[config.mk]
export PLATFORM = sky130hd
export DESIGN_NAME = tournament_branch_predictor_flat
export DESIGN_NICKNAME = d
export VERILOG_FILES = /design/src/sv/tbp_pkg.sv /design/src/sv/tbp_if.sv /design/src/sv/tbp_global_table.sv /design/src/sv/tbp_result_buf.sv /design/src/sv/tournament_branch_predictor.sv /design/src/flat_wrapper.sv
export SDC_FILE = /design/constraint.sdc
export NUM_CORES = 1
export LEC_CHECK = 0
export ABC_AREA = 1
export BUFFER_PORTS_ARGS = -buffer_cell sky130_fd_sc_hd__buf_2
export CORE_UTILIZATION = 51
export DETAILED_ROUTE_END_ITERATION = 16
export GPL_TIMING_DRIVEN = 0
export PLACE_DENSITY = 0.73
export SLEW_MARGIN = 20
export SYNTH_ARGS = -nofsm -noshare
export SYNTH_HDL_FRONTEND = slang
export SYNTH_HIERARCHICAL = 1
export SYNTH_SLANG_ARGS = --single-unit
[constraint.sdc]
create_clock -name clk -period 6.1 [get_ports clk]
set_input_delay 0 -clock clk [delete_from_list [all_inputs] [get_ports clk]]
set_output_delay 0 -clock clk [all_outputs]
set_load 0.05 [all_outputs]
[src/sv/tbp_pkg.sv]
// Shared types, constants and helper functions for the tournament branch predictor.
// No dependencies; every other file refers to this package by scoped names.
package tbp_pkg;

    localparam int CTR_W             = 3;
    localparam int CFG_W             = 3;
    localparam int IDX_W             = 4;
    localparam int TALLY_W           = 32;
    localparam int CFG_IDX_W         = 1;
    localparam int LOCAL_ENTRIES_DEF = 16;
    localparam int HISTORY_BITS_DEF  = 6;

    localparam logic [CFG_W-1:0] CEILING_RESET   = 3'd4;
    localparam logic [CFG_W-1:0] THRESHOLD_RESET = 3'd1;

    typedef enum logic [CFG_IDX_W-1:0] {
        CFG_COUNTER_CEILING = 1'b0,
        CFG_TAKEN_THRESHOLD = 1'b1
    } cfg_reg_t;

    typedef struct packed {
        logic               local_predicts_taken;
        logic               global_predicts_taken;
        logic               chose_global;
        logic               final_predicts_taken;
        logic               final_correct;
        logic [TALLY_W-1:0] local_hits;
        logic [TALLY_W-1:0] global_hits;
        logic [TALLY_W-1:0] final_hits;
    } result_t;

    // Saturating counter step toward the outcome; a counter above the ceiling clamps on up.
    function automatic logic [CTR_W-1:0] train(input logic [CTR_W-1:0] c,
                                               input logic             up,
                                               input logic [CFG_W-1:0] ceiling);
        logic [CTR_W-1:0] r;
        if (up) begin
            if (c >= ceiling)
                r = ceiling;
            else
                r = c + CTR_W'(1);
        end
        else begin
            if (c != '0)
                r = c - CTR_W'(1);
            else
                r = '0;
        end
        return r;
    endfunction

    function automatic logic [TALLY_W-1:0] sat_inc(input logic [TALLY_W-1:0] t);
        logic [TALLY_W-1:0] r;
        if (t == '1)
            r = t;
        else
            r = t + TALLY_W'(1);
        return r;
    endfunction

endpackage

[src/sv/tbp_if.sv]
// Valid/ready channel interfaces for branch words and result words.
// Depends on tbp_pkg for field widths.
interface tbp_in_if;
    logic                      valid;
    logic                      ready;
    logic [tbp_pkg::IDX_W-1:0] branch_index;
    logic                      taken;

    modport source (output valid, output branch_index, output taken, input ready);
    modport sink   (input valid, input branch_index, input taken, output ready);
endinterface

interface tbp_out_if;
    logic                        valid;
    logic                        ready;
    logic                        local_predicts_taken;
    logic                        global_predicts_taken;
    logic                        chose_global;
    logic                        final_predicts_taken;
    logic                        final_correct;
    logic [tbp_pkg::TALLY_W-1:0] local_hits;
    logic [tbp_pkg::TALLY_W-1:0] global_hits;
    logic [tbp_pkg::TALLY_W-1:0] final_hits;

    modport source (output valid, output local_predicts_taken, output global_predicts_taken,
                    output chose_global, output final_predicts_taken, output final_correct,
                    output local_hits, output global_hits, output final_hits,
                    input ready);
    modport sink   (input valid, input local_predicts_taken, input global_predicts_taken,
                    input chose_global, input final_predicts_taken, input final_correct,
                    input local_hits, input global_hits, input final_hits,
                    output ready);
endinterface

[src/sv/tbp_global_table.sv]
// Global history counter table: a memory with registered read at the next history,
// per-entry valid bits for reset, and a bypass when read and write hit the same entry.
// Depends on tbp_pkg.
module tbp_global_table #(
    parameter int HISTORY_BITS = tbp_pkg::HISTORY_BITS_DEF
) (
    input  logic                      clk,
    input  logic                      rst_n,
    input  logic                      upd,
    input  logic [HISTORY_BITS-1:0]   wr_addr,
    input  logic [tbp_pkg::CTR_W-1:0] wr_data,
    input  logic [HISTORY_BITS-1:0]   rd_addr,
    output logic [tbp_pkg::CTR_W-1:0] cur
);

    localparam int ENTRIES = 1 << HISTORY_BITS;

    logic [tbp_pkg::CTR_W-1:0] mem [ENTRIES];
    logic [ENTRIES-1:0]        valid_reg;
    logic [tbp_pkg::CTR_W-1:0] rd_data_reg;
    logic                      rd_valid_reg;
    logic                      byp_reg;
    logic [tbp_pkg::CTR_W-1:0] byp_data_reg;

    always_ff @(posedge clk)
    begin
        if (upd)
        begin
            mem[wr_addr] <= wr_data;
            rd_data_reg  <= mem[rd_addr];
        end
    end

    always_ff @(posedge clk or negedge rst_n)
    begin
        if (!rst_n)
        begin
            valid_reg    <= '0;
            rd_valid_reg <= 1'b0;
            byp_reg      <= 1'b0;
            byp_data_reg <= '0;
        end
        else if (upd)
        begin
            valid_reg[wr_addr] <= 1'b1;
            rd_valid_reg       <= valid_reg[rd_addr];
            byp_reg            <= (rd_addr == wr_addr);
            byp_data_reg       <= wr_data;
        end
    end

    // Never-written entries read as zero
    assign cur = byp_reg ? byp_data_reg : (rd_valid_reg ? rd_data_reg : '0);

endmodule

[src/sv/tbp_result_buf.sv]
// Two-entry result buffer: output register plus skid register on the result channel.
// Depends on tbp_pkg and tbp_if.
module tbp_result_buf (
    input  logic                 clk,
    input  logic                 rst_n,
    input  logic                 push,
    input  tbp_pkg::result_t     push_data,
    output logic                 can_push,
    tbp_out_if.source            result
);

    tbp_pkg::result_t head_reg;
    tbp_pkg::result_t skid_reg;
    logic             head_valid_reg;
    logic             skid_valid_reg;
    logic             pop;

    assign pop      = head_valid_reg & result.ready;
    assign can_push = !skid_valid_reg;

    always_ff @(posedge clk or negedge rst_n)
    begin
        if (!rst_n)
        begin
            head_valid_reg <= 1'b0;
            skid_valid_reg <= 1'b0;
        end
        else if (pop)
        begin
            if (skid_valid_reg)
                skid_valid_reg <= push;
            else
                head_valid_reg <= push;
        end
        else if (!head_valid_reg)
            head_valid_reg <= push;
        else if (push)
            skid_valid_reg <= 1'b1;
    end

    always_ff @(posedge clk)
    begin
        if (pop)
        begin
            if (skid_valid_reg)
            begin
                head_reg <= skid_reg;
                skid_reg <= push_data;
            end
            else
                head_reg <= push_data;
        end
        else if (!head_valid_reg)
            head_reg <= push_data;
        else if (push)
            skid_reg <= push_data;
    end

    assign result.valid                 = head_valid_reg;
    assign result.local_predicts_taken  = head_reg.local_predicts_taken;
    assign result.global_predicts_taken = head_reg.global_predicts_taken;
    assign result.chose_global          = head_reg.chose_global;
    assign result.final_predicts_taken  = head_reg.final_predicts_taken;
    assign result.final_correct         = head_reg.final_correct;
    assign result.local_hits            = head_reg.local_hits;
    assign result.global_hits           = head_reg.global_hits;
    assign result.final_hits            = head_reg.final_hits;

endmodule

[src/sv/tournament_branch_predictor.sv]
// Tournament branch predictor: local, global-history and chooser counters, hit tallies.
// Throughput: one branch word per cycle while the result buffer's skid register is free;
// a two-entry result buffer absorbs output stalls.
// The global counter is read ahead at the next history, with same-entry bypass.
// Reset clears all tables (global table through per-entry valid bits), history and tallies
// at once, and loads the registers with ceiling 4 and threshold 1; no clearing pass.
module tournament_branch_predictor #(
    parameter int LOCAL_ENTRIES = tbp_pkg::LOCAL_ENTRIES_DEF,
    parameter int HISTORY_BITS  = tbp_pkg::HISTORY_BITS_DEF
) (
    input  logic                          clk,
    input  logic                          rst_n,
    tbp_in_if.sink                        branch,
    tbp_out_if.source                     result,
    input  logic                          cfg_we,
    input  logic [tbp_pkg::CFG_IDX_W-1:0] cfg_index,
    input  logic [tbp_pkg::CFG_W-1:0]     cfg_data
);

    localparam int LI_W      = $clog2(LOCAL_ENTRIES);
    localparam int IDX_RANGE = 1 << tbp_pkg::IDX_W;

    logic [tbp_pkg::CTR_W-1:0]   local_tbl_reg   [LOCAL_ENTRIES];
    logic [tbp_pkg::CTR_W-1:0]   chooser_tbl_reg [LOCAL_ENTRIES];
    logic [HISTORY_BITS-1:0]     hist_reg;
    logic [HISTORY_BITS:0]       hist_shift;
    logic [HISTORY_BITS-1:0]     hist_next;
    logic [tbp_pkg::TALLY_W-1:0] local_tally_reg;
    logic [tbp_pkg::TALLY_W-1:0] global_tally_reg;
    logic [tbp_pkg::TALLY_W-1:0] final_tally_reg;
    logic [tbp_pkg::TALLY_W-1:0] local_tally_next;
    logic [tbp_pkg::TALLY_W-1:0] global_tally_next;
    logic [tbp_pkg::TALLY_W-1:0] final_tally_next;
    logic [tbp_pkg::CFG_W-1:0]   ceiling_reg;
    logic [tbp_pkg::CFG_W-1:0]   threshold_reg;

    logic [LI_W-1:0]             li;
    logic [tbp_pkg::CTR_W-1:0]   l_ctr;
    logic [tbp_pkg::CTR_W-1:0]   g_ctr;
    logic [tbp_pkg::CTR_W-1:0]   c_ctr;
    logic [tbp_pkg::CTR_W-1:0]   l_trained;
    logic [tbp_pkg::CTR_W-1:0]   g_trained;
    logic [tbp_pkg::CTR_W-1:0]   c_trained;
    logic                        lp;
    logic                        gp;
    logic                        cg;
    logic                        fp;
    logic                        fc;
    logic                        accept;
    logic                        can_push;
    tbp_pkg::result_t            res;

    // Fold the branch index onto the local tables
    always_comb
    begin
        li = '0;
        for (int k = 0; k < IDX_RANGE; k++)
        begin
            if (branch.branch_index == tbp_pkg::IDX_W'(k))
                li = LI_W'(k % LOCAL_ENTRIES);
        end
    end

    assign branch.ready = can_push;
    assign accept       = branch.valid & can_push;

    assign l_ctr = local_tbl_reg[li];
    assign c_ctr = chooser_tbl_reg[li];

    assign lp = l_ctr > threshold_reg;
    assign gp = g_ctr > threshold_reg;
    assign cg = c_ctr > threshold_reg;
    assign fp = cg ? gp : lp;
    assign fc = (fp == branch.taken);

    assign l_trained = tbp_pkg::train(l_ctr, branch.taken, ceiling_reg);
    assign g_trained = tbp_pkg::train(g_ctr, branch.taken, ceiling_reg);
    assign c_trained = tbp_pkg::train(c_ctr, gp == branch.taken, ceiling_reg);

    assign hist_shift = {hist_reg, branch.taken};
    assign hist_next  = hist_shift[HISTORY_BITS-1:0];

    assign local_tally_next  = (lp == branch.taken) ? tbp_pkg::sat_inc(local_tally_reg)
                                                    : local_tally_reg;
    assign global_tally_next = (gp == branch.taken) ? tbp_pkg::sat_inc(global_tally_reg)
                                                    : global_tally_reg;
    assign final_tally_next  = fc ? tbp_pkg::sat_inc(final_tally_reg) : final_tally_reg;

    tbp_global_table #(
        .HISTORY_BITS (HISTORY_BITS)
    ) u_gtbl (
        .clk     (clk),
        .rst_n   (rst_n),
        .upd     (accept),
        .wr_addr (hist_reg),
        .wr_data (g_trained),
        .rd_addr (hist_next),
        .cur     (g_ctr)
    );

    always_ff @(posedge clk or negedge rst_n)
    begin
        if (!rst_n)
        begin
            for (int i = 0; i < LOCAL_ENTRIES; i++)
            begin
                local_tbl_reg[i]   <= '0;
                chooser_tbl_reg[i] <= '0;
            end
            hist_reg         <= '0;
            local_tally_reg  <= '0;
            global_tally_reg <= '0;
            final_tally_reg  <= '0;
        end
        else if (accept)
        begin
            local_tbl_reg[li] <= l_trained;
            // Train the chooser only when the two guesses disagree
            if (lp != gp)
                chooser_tbl_reg[li] <= c_trained;
            hist_reg         <= hist_next;
            local_tally_reg  <= local_tally_next;
            global_tally_reg <= global_tally_next;
            final_tally_reg  <= final_tally_next;
        end
    end

    always_ff @(posedge clk or negedge rst_n)
    begin
        if (!rst_n)
        begin
            ceiling_reg   <= tbp_pkg::CEILING_RESET;
            threshold_reg <= tbp_pkg::THRESHOLD_RESET;
        end
        else if (cfg_we)
        begin
            case (cfg_index)
                tbp_pkg::CFG_COUNTER_CEILING: ceiling_reg   <= cfg_data;
                tbp_pkg::CFG_TAKEN_THRESHOLD: threshold_reg <= cfg_data;
                default: ;
            endcase
        end
    end

    always_comb
    begin
        res.local_predicts_taken  = lp;
        res.global_predicts_taken = gp;
        res.chose_global          = cg;
        res.final_predicts_taken  = fp;
        res.final_correct         = fc;
        res.local_hits            = local_tally_next;
        res.global_hits           = global_tally_next;
        res.final_hits            = final_tally_next;
    end

    tbp_result_buf u_rbuf (
        .clk       (clk),
        .rst_n     (rst_n),
        .push      (accept),
        .push_data (res),
        .can_push  (can_push),
        .result    (result)
    );

`ifndef SYNTHESIS
    a_result_follows: assert property (@(posedge clk) disable iff (!rst_n)
        accept |=> result.valid)
        else $error("accepted branch word left no result word");

    a_history_shift: assert property (@(posedge clk) disable iff (!rst_n)
        accept |=> (hist_reg[0] == $past(branch.taken)))
        else $error("history did not shift in the outcome");

    a_tally_monotonic: assert property (@(posedge clk) disable iff (!rst_n)
        (final_tally_reg >= $past(final_tally_reg))
        && (local_tally_reg >= $past(local_tally_reg)))
        else $error("hit tally decreased");
`endif

endmodule
[src/flat_wrapper.sv]
// flat-port wrapper written by rule: the top's interface ports become plain ports
module tournament_branch_predictor_flat 
#(
    parameter int LOCAL_ENTRIES = tbp_pkg::LOCAL_ENTRIES_DEF,
    parameter int HISTORY_BITS  = tbp_pkg::HISTORY_BITS_DEF
)
  (clk, rst_n, cfg_we, cfg_index, cfg_data, branch_valid, branch_branch_index, branch_taken, branch_ready, result_valid, result_local_predicts_taken, result_global_predicts_taken, result_chose_global, result_final_predicts_taken, result_final_correct, result_local_hits, result_global_hits, result_final_hits, result_ready);
  tbp_in_if branch_i ();
  tbp_out_if result_i ();
  input  logic clk;
  input  logic rst_n;
  input  logic cfg_we;
  input  logic [tbp_pkg::CFG_IDX_W-1:0] cfg_index;
  input  logic [tbp_pkg::CFG_W-1:0] cfg_data;
  input wire logic [$bits(branch_i.valid)-1:0] branch_valid;
  input wire logic [$bits(branch_i.branch_index)-1:0] branch_branch_index;
  input wire logic [$bits(branch_i.taken)-1:0] branch_taken;
  output wire logic [$bits(branch_i.ready)-1:0] branch_ready;
  output wire logic [$bits(result_i.valid)-1:0] result_valid;
  output wire logic [$bits(result_i.local_predicts_taken)-1:0] result_local_predicts_taken;
  output wire logic [$bits(result_i.global_predicts_taken)-1:0] result_global_predicts_taken;
  output wire logic [$bits(result_i.chose_global)-1:0] result_chose_global;
  output wire logic [$bits(result_i.final_predicts_taken)-1:0] result_final_predicts_taken;
  output wire logic [$bits(result_i.final_correct)-1:0] result_final_correct;
  output wire logic [$bits(result_i.local_hits)-1:0] result_local_hits;
  output wire logic [$bits(result_i.global_hits)-1:0] result_global_hits;
  output wire logic [$bits(result_i.final_hits)-1:0] result_final_hits;
  input wire logic [$bits(result_i.ready)-1:0] result_ready;
  assign branch_i.valid = branch_valid;
  assign branch_i.branch_index = branch_branch_index;
  assign branch_i.taken = branch_taken;
  assign branch_ready = branch_i.ready;
  assign result_valid = result_i.valid;
  assign result_local_predicts_taken = result_i.local_predicts_taken;
  assign result_global_predicts_taken = result_i.global_predicts_taken;
  assign result_chose_global = result_i.chose_global;
  assign result_final_predicts_taken = result_i.final_predicts_taken;
  assign result_final_correct = result_i.final_correct;
  assign result_local_hits = result_i.local_hits;
  assign result_global_hits = result_i.global_hits;
  assign result_final_hits = result_i.final_hits;
  assign result_i.ready = result_ready;
  tournament_branch_predictor #(.LOCAL_ENTRIES(LOCAL_ENTRIES), .HISTORY_BITS(HISTORY_BITS)) u_core (.clk(clk), .rst_n(rst_n), .branch(branch_i), .result(result_i), .cfg_we(cfg_we), .cfg_index(cfg_index), .cfg_data(cfg_data));
endmodule
## Word level (Yosys, flattened, before mapping)

Memories as Yosys holds them, arrays and structs flattened. A register that Yosys moved wholly into a read port is not among the register bits.
Cells that the tools add are included.

| cells by class | value |
|---|---|
| add/sub/neg operators | 9 |
| reductions and logical operators | 13 |
| muxes and demuxes | 63 |
| bitwise operators | 5 |
| order comparisons | 11 |
| eq/ne operators | 26 |

Operator list:

| operator | count |
|---|---|
| $mux 101 | 7 |
| $mux 32 | 6 |
| $add 32x1->32 const B | 3 |
| $bwmux 48 | 2 |
| $eq 32x32->1 const B | 3 |
| $or 64x64->64 | 1 |
| $mux 4 | 14 |
| $mux 3 | 16 |
| $eq 4x4->1 const B | 8 |
| $bmux 3 s4 | 2 |
| $eq 4x3->1 const B | 4 |
| $lt 6x7->1 const B | 2 |
| $mux 1 | 13 |
| $demux 3 s4 | 1 |
| $add 3x1->3 const B | 3 |
| $ge 3x3->1 | 3 |
| $gt 3x3->1 | 3 |
| $reduce_bool 3->1 | 3 |
| $sub 3x1->3 const B | 3 |
| $eq 4x2->1 const B | 2 |
| $reduce_and 2->1 | 4 |
| $bmux 1 s6 | 1 |
| $demux 1 s6 | 1 |
| $eq 6x6->1 | 1 |
| 15 further kinds | 21 |

| word-level totals | value |
|---|---|
| flip-flop bits (word level) | 477 |
| memories | 1 |
| output and inout port bits | 103 |
| memory bits (writable) | 192 |
| logic and storage cells | 188 |

Memory list:

| name | words | width | rd ports | clocked after Yosys merged registers in | write ports | RTL line | source |
|---|---|---|---|---|---|---|---|
| u_core.u_gtbl.mem | 64 | 3 | 1 | 1 | 1 | tbp_global_table.sv:18 | `logic [tbp_pkg::CTR_W-1:0] mem [ENTRIES];` |

## Depth between registers and ports, before layout

| logic depth | value |
|---|---|
| depth after elaboration | 27 |
| mapped depth | 24 |
| depth with buffers taken out | 22 |

## Hierarchy

Netlist, hierarchy kept.

By module, submodules not included:

| module | area each (um2) | seq. area each (um2) | instances | cells an instance |
|---|---|---|---|---|
| tournament_branch_predictor | 14049.7 | 5107.4 | 1 | 2131 |
| tbp_global_table | 11071.9 | 7582.3 | 1 | 1005 |
| tbp_result_buf | 7443.4 | 6115.9 | 1 | 542 |

## Least setup slack after synthesis

OpenSTA, ideal clock, no wires.

| timing | value |
|---|---|
| path type | flip-flop to flip-flop |
| start point | register u_core.u_rbuf.skid_valid_reg |
| end point | register u_core/u_rbuf/skid_reg[0] (netlist name), enable pin |
| clock period less this slack | 4.642 ns |
| cell stages (with the launch flop) | 8 |
| required time | 5.637 ns |
| arrival | 4.179 ns |
| slack | 1.458 ns |
| cell sequence | dfrtp_1 inv_1 nand2_1 inv_1 clkbuf_1 clkbuf_1 nand3_1 nand2_1 |

| between the ends | value |
|---|---|
| longest elaborated chain between the ends | 4 |
| elaborated cells between the ends (all ways) | 5 |
| those cells by class | eq/ne: 1; bitwise: 1; reduce/logical: 3 |

RTL lines:

| item | RTL line | source |
|---|---|---|
| start, declared | tbp_result_buf.sv:15 | `logic skid_valid_reg;` |
| start signal, assigned | tbp_result_buf.sv:31 | `skid_valid_reg <= push;` |
| $logic_not 1->1 | tbp_result_buf.sv:19 | `assign can_push = !skid_valid_reg;` |
| via branch_ready | flat_wrapper.sv:18 | `output wire logic [$bits(branch_i.ready)-1:0] branch_ready;` |
| $and 1x1->1 | tournament_branch_predictor.sv:65 | `assign accept = branch.valid & can_push;` |
| via u_core.accept | tournament_branch_predictor.sv:49 | `logic accept;` |
| $reduce_bool 2->1 (no line) | - |  |
| $reduce_and 3->1 (no line) | - |  |
| end signal, assigned | tbp_result_buf.sv:48 | `skid_reg <= push_data;` |
| end signal, assigned | tbp_result_buf.sv:56 | `skid_reg <= push_data;` |
| end, declared | tbp_result_buf.sv:13 | `tbp_pkg::result_t skid_reg;` |

The timed path passes the listed nets, and every way through them passes these cells.
A chain may end at the register's enable or synchronous reset.

## Worst setup path after layout

| timing | value |
|---|---|
| start point | register u_core.u_rbuf.skid_valid_reg |
| end point | memory u_core/u_gtbl/mem[53][0] (netlist name), enable pin |

| between the ends | value |
|---|---|
| longest elaborated chain between the ends | 4 |

RTL lines:

| item | RTL line | source |
|---|---|---|
| $logic_not 1->1 | tbp_result_buf.sv:19 |  |
| $and 1x1->1 | tournament_branch_predictor.sv:65 |  |
| via u_core.accept | tournament_branch_predictor.sv:49 |  |
| $mux 1 | tbp_global_table.sv:27 | `if (upd)` |
| $mux 1 (not written as such) | tbp_global_table.sv:29 | `mem[wr_addr] <= wr_data;` |
| end, declared | tbp_global_table.sv:18 |  |

The timed path passes the listed nets, and every way through them passes these cells.

==> flow_summary_export.csv <==
group,metric,value,unit
place,dp_hpwl,62.3,mm
setup_path,slowest_delay,0.97,ns
floorplan,die_w,255,um
hold_path,hold_path.class,"primary input to flop",
pwr,leakage,16.5,nW
grt,top_usage_layer,"met2",
synth,syn_inst,3678,
routing,vias,26500,
setup_path,arrival,4.72,ns
routing,wl_per_cell,19.0,um
place,pre_cts_ws,1.70,ns
timing,fin_hold_ws,0.116,ns
synth,netlist_area,0.0326,mm2
routing,dr.pass1.iters,9,
hold_path,whs_endpoint,"u_core/local_tbl_reg[5]",
routing,vias_per_cell,5.52,
setup_path,cp.required,6.35,ns
clock_tree,clk_latency,0.64,ns
synth,synth_cell_types,49,
finish,area_delta_synth_final,13.6,%
synth,synth-seq-cells,672,
pwr,p_seq_share,47.9,%
clock_tree,clkTransAtPathRegs,0.06,ns
setup_path,path_class,"flop to flop",
clock_tree,htree_levels,3,
synth,syn_area_per_cell,8.85,um2
grt,grt_use_met1,39.6,%
place,placed_cells,4650,
floorplan,fp.dieH,255,um
timing,setup_slack,1.63,ns
timing,finalHoldViolCount,0,
flow_run,cap_violations,0,
grt,grt.total_usage,28.6,%
finish,fin_cells,4794,
clock_tree,clk_path_buf_depth,3,
pwr,p_switching,2.62,mW
clock_tree,cts_num_sinks,672,
setup_path,cp_max_fo,15,
synth,synth_seq_area_share,57.7,%
synth,synth_top_area_cell,"edfxtp_1",
synth,ys_warn_count,6,
pwr,power_frac_comb,10.0,%
grt,met3_usage,5.30,%
finish,diodes,0,
routing,dr.first_iter.drc_count,2708,
timing,rsz0062_at_grt,"false",
place,place.gp.congestion,0.988,
setup_path,reg2reg_from,"u_core/u_rbuf/skid_valid_reg",
setup_path,cp_top_family,"buffers and inverters",
floorplan,coreArea,0.0631,mm2
grt,grt_pass1_vias,24900,
outcome,status,"finished clean",
finish,layout-drive-gt1-share,13.4,%
pwr,p_sw_share,25.6,%
routing,ant_nets,0,
timing,relSlewSlack,22.5,%
clock_tree,cts_tree,"built",
timing,worstMarginPinSlew,1.15,ns
pwr,vdd_drop_max,0.000187,V
grt,grt_antenna_before_repair,0,
setup_path,ff2ff_path_depth,8,
timing,final.setup.tns,0,ns
grt,gr-usage-met2,44.4,%
floorplan,die_area,0.0649,mm2
finish,finish.utilization,58.6,%
grt,grt.overflow.total,0,
timing,finalSetupViolCount,0,
setup_path,critPathSlowestCell,"nor4_1",
clock_tree,cts_setup_buffers,0,
grt,grt_pass1_wl,142,mm
timing,max_freq,0.224,GHz
setup_path,cp_cell_sequence,"inv_1, nand2_1, inv_1, clkbuf_1, clkbuf_1, buf_2, nand4_1, nor4_1",
routing,wirelength,91.0,mm
place,io_buffers,116,
clock_tree,cts_root_buf,"clkbuf_16",
setup_path,regToRegSetupSlack,1.63,ns
synth,yosys-top-cells-area,"edfxtp_1 (37%), dfrtp_1 (21%), nand2_1 (17%)",
hold_path,hold_depth,5,
pwr,p_int,7.64,mW
timing,finClkSkew,0.0294,ns
timing,period_share,73.3,%
floorplan,rows,92,
finish,largest_reg_flops,192,
floorplan,start_util,51.6,%
synth,synth_top_area_share,36.6,%
setup_path,worstPathBufferInverterCount,5,
pwr,clkPwrFrac,42.1,%
timing,timing.final.crit_period,4.47,ns
setup_path,endpoint_kind,"flop",
floorplan,io_pins,117,
setup_path,startpoint_type,"flop",
routing,drcViolationCount,0,
timing,slew_viol_final,0,
grt,grt_max_degree,94,
setup_path,worstReg2RegEnd,"u_core/u_gtbl/mem[53][0]",
pwr,p_per_area,277,mW/mm2
hold_path,worstHoldStart,"branch_branch_index[3]",
finish,finalNetCount,3936,
clock_tree,cts_made_buffers,71,
synth,syn_nets,3723,
==> metrics by stage <==
stage	total power [mW]	cell area (um2)
floorplan	5.65	32600
global placement	5.99	34200
detailed placement	6.02	34500
CTS	10.3	37000
global route	10.6	37000
finish	10.3	37000
==> timing repair <==
item                                    4_1_cts  5_1_grt
hold buffers                                 14        0
hold endpoints to repair                    201        0
gates resized for setup                       0        0
endpoints found under the setup margin        0        0
==> how the worst max path moves through the flow <==
stage                                  from                    endpoint  depth (start not counted)
2_1_floorplan  u_core/u_rbuf/skid_valid_reg   u_core/u_rbuf/skid_reg[0]                          7
3_3_place_gp                          rst_n  u_core/final_tally_reg[26]                          1
3_5_place_dp   u_core/u_rbuf/skid_valid_reg    u_core/u_gtbl/mem[53][1]                          8
4_1_cts        u_core/u_rbuf/skid_valid_reg    u_core/u_gtbl/mem[53][0]                          8
5_1_grt        u_core/u_rbuf/skid_valid_reg    u_core/u_gtbl/mem[55][2]                          8
6_report       u_core/u_rbuf/skid_valid_reg    u_core/u_gtbl/mem[53][0]                          8
==> cell type report <==
class	count	area, um2
fill	5534	26100
sequential	672	18800
multi-input combinational	2605	12000
clock buffer	99	2000
tap	846	1060
timing repair buffer	140	991
inverter	258	968
buffer	143	835
clock inverter	31	329
==> synthesized netlist by cell type, drive strengths merged <==
cell type	instances
a21oi	25
a221oi	3
a22oi	16
a31oi	6
and2	5
and3b	1
buf	104
clkbuf	39
clkinv	4
dfrtp	273
dfstp	2
edfxtp	397
ha	31
inv	254
nand2	1484
nand3	226
nand3b	10
nand4	28
nor2	249
nor2b	1
nor3	77
nor4	8
o211ai	1
o21ai	264
o21bai	1
o22ai	57
or2	76
xnor2	5
xor2	31
==> tightest hold or removal path, delay by kind of cell <==
kind | cells | cell delay, ns
AND/OR/NAND/NOR | 4 | 0.56
buffers and inverters | 1 | 0.13
==> power groups by stage <==
| stage | Combinational (mW) | Clock, mW | Sequential [mW] |
|---|---|---|---|
| after detailed placement | 1.01 | 0 | 5.01 |
| final | 1.03 | 4.32 | 4.92 |
| after CTS | 1.02 | 4.39 | 4.92 |
| after global routing | 1.11 | 4.54 | 4.92 |
| after global placement | 0.970 | 0 | 5.02 |
| after floorplan | 0.481 | 0 | 5.17 |
==> per-layer routing <==
metal,vias up,part of all wire [%]
met5,-,0
met4,0,3.5
met3,228,9.2
met2,1212,46
met1,12500,42
li1,12500,-
==> cell usage in the layout (no fill, tap or decap), types with 14 or more instances in the layout <==
| cell | count |
|---|---|
| nand2_1 | 1462 |
| nor2_1 | 241 |
| dfrtp_1 | 273 |
| buf_4 | 18 |
| nand2_2 | 16 |
| a21oi_1 | 24 |
| o21ai_1 | 51 |
| dlygate4sd3_1 | 14 |
| nand4_1 | 25 |
| edfxtp_1 | 397 |
| buf_2 | 180 |
| clkbuf_16 | 72 |
| inv_2 | 25 |
| ha_1 | 31 |
| xor2_1 | 31 |
| buf_6 | 17 |
| o21ai_2 | 41 |
| inv_1 | 229 |
| a22oi_1 | 15 |
| o22ai_1 | 56 |
| clkbuf_1 | 52 |
| or2_2 | 71 |
| nor3_1 | 65 |
| nand3_1 | 221 |
| o21ai_0 | 170 |
==> logic make-up (layout without fill, tap and decap cells) <==
group / after synthesis / after routing / synth area share, %
flops: 672 / 672 / 57.7
xor+xnor: 36 / 36 / 0.968
compound gates: 373 / 373 / 6.70
fa+ha+maj: 31 / 31 / 1.19
simple gates: 2165 / 2165 / 27.9
buf+inv: 401 / 671 / 5.54
Note: power is estimated with default switching activity, not from simulation.
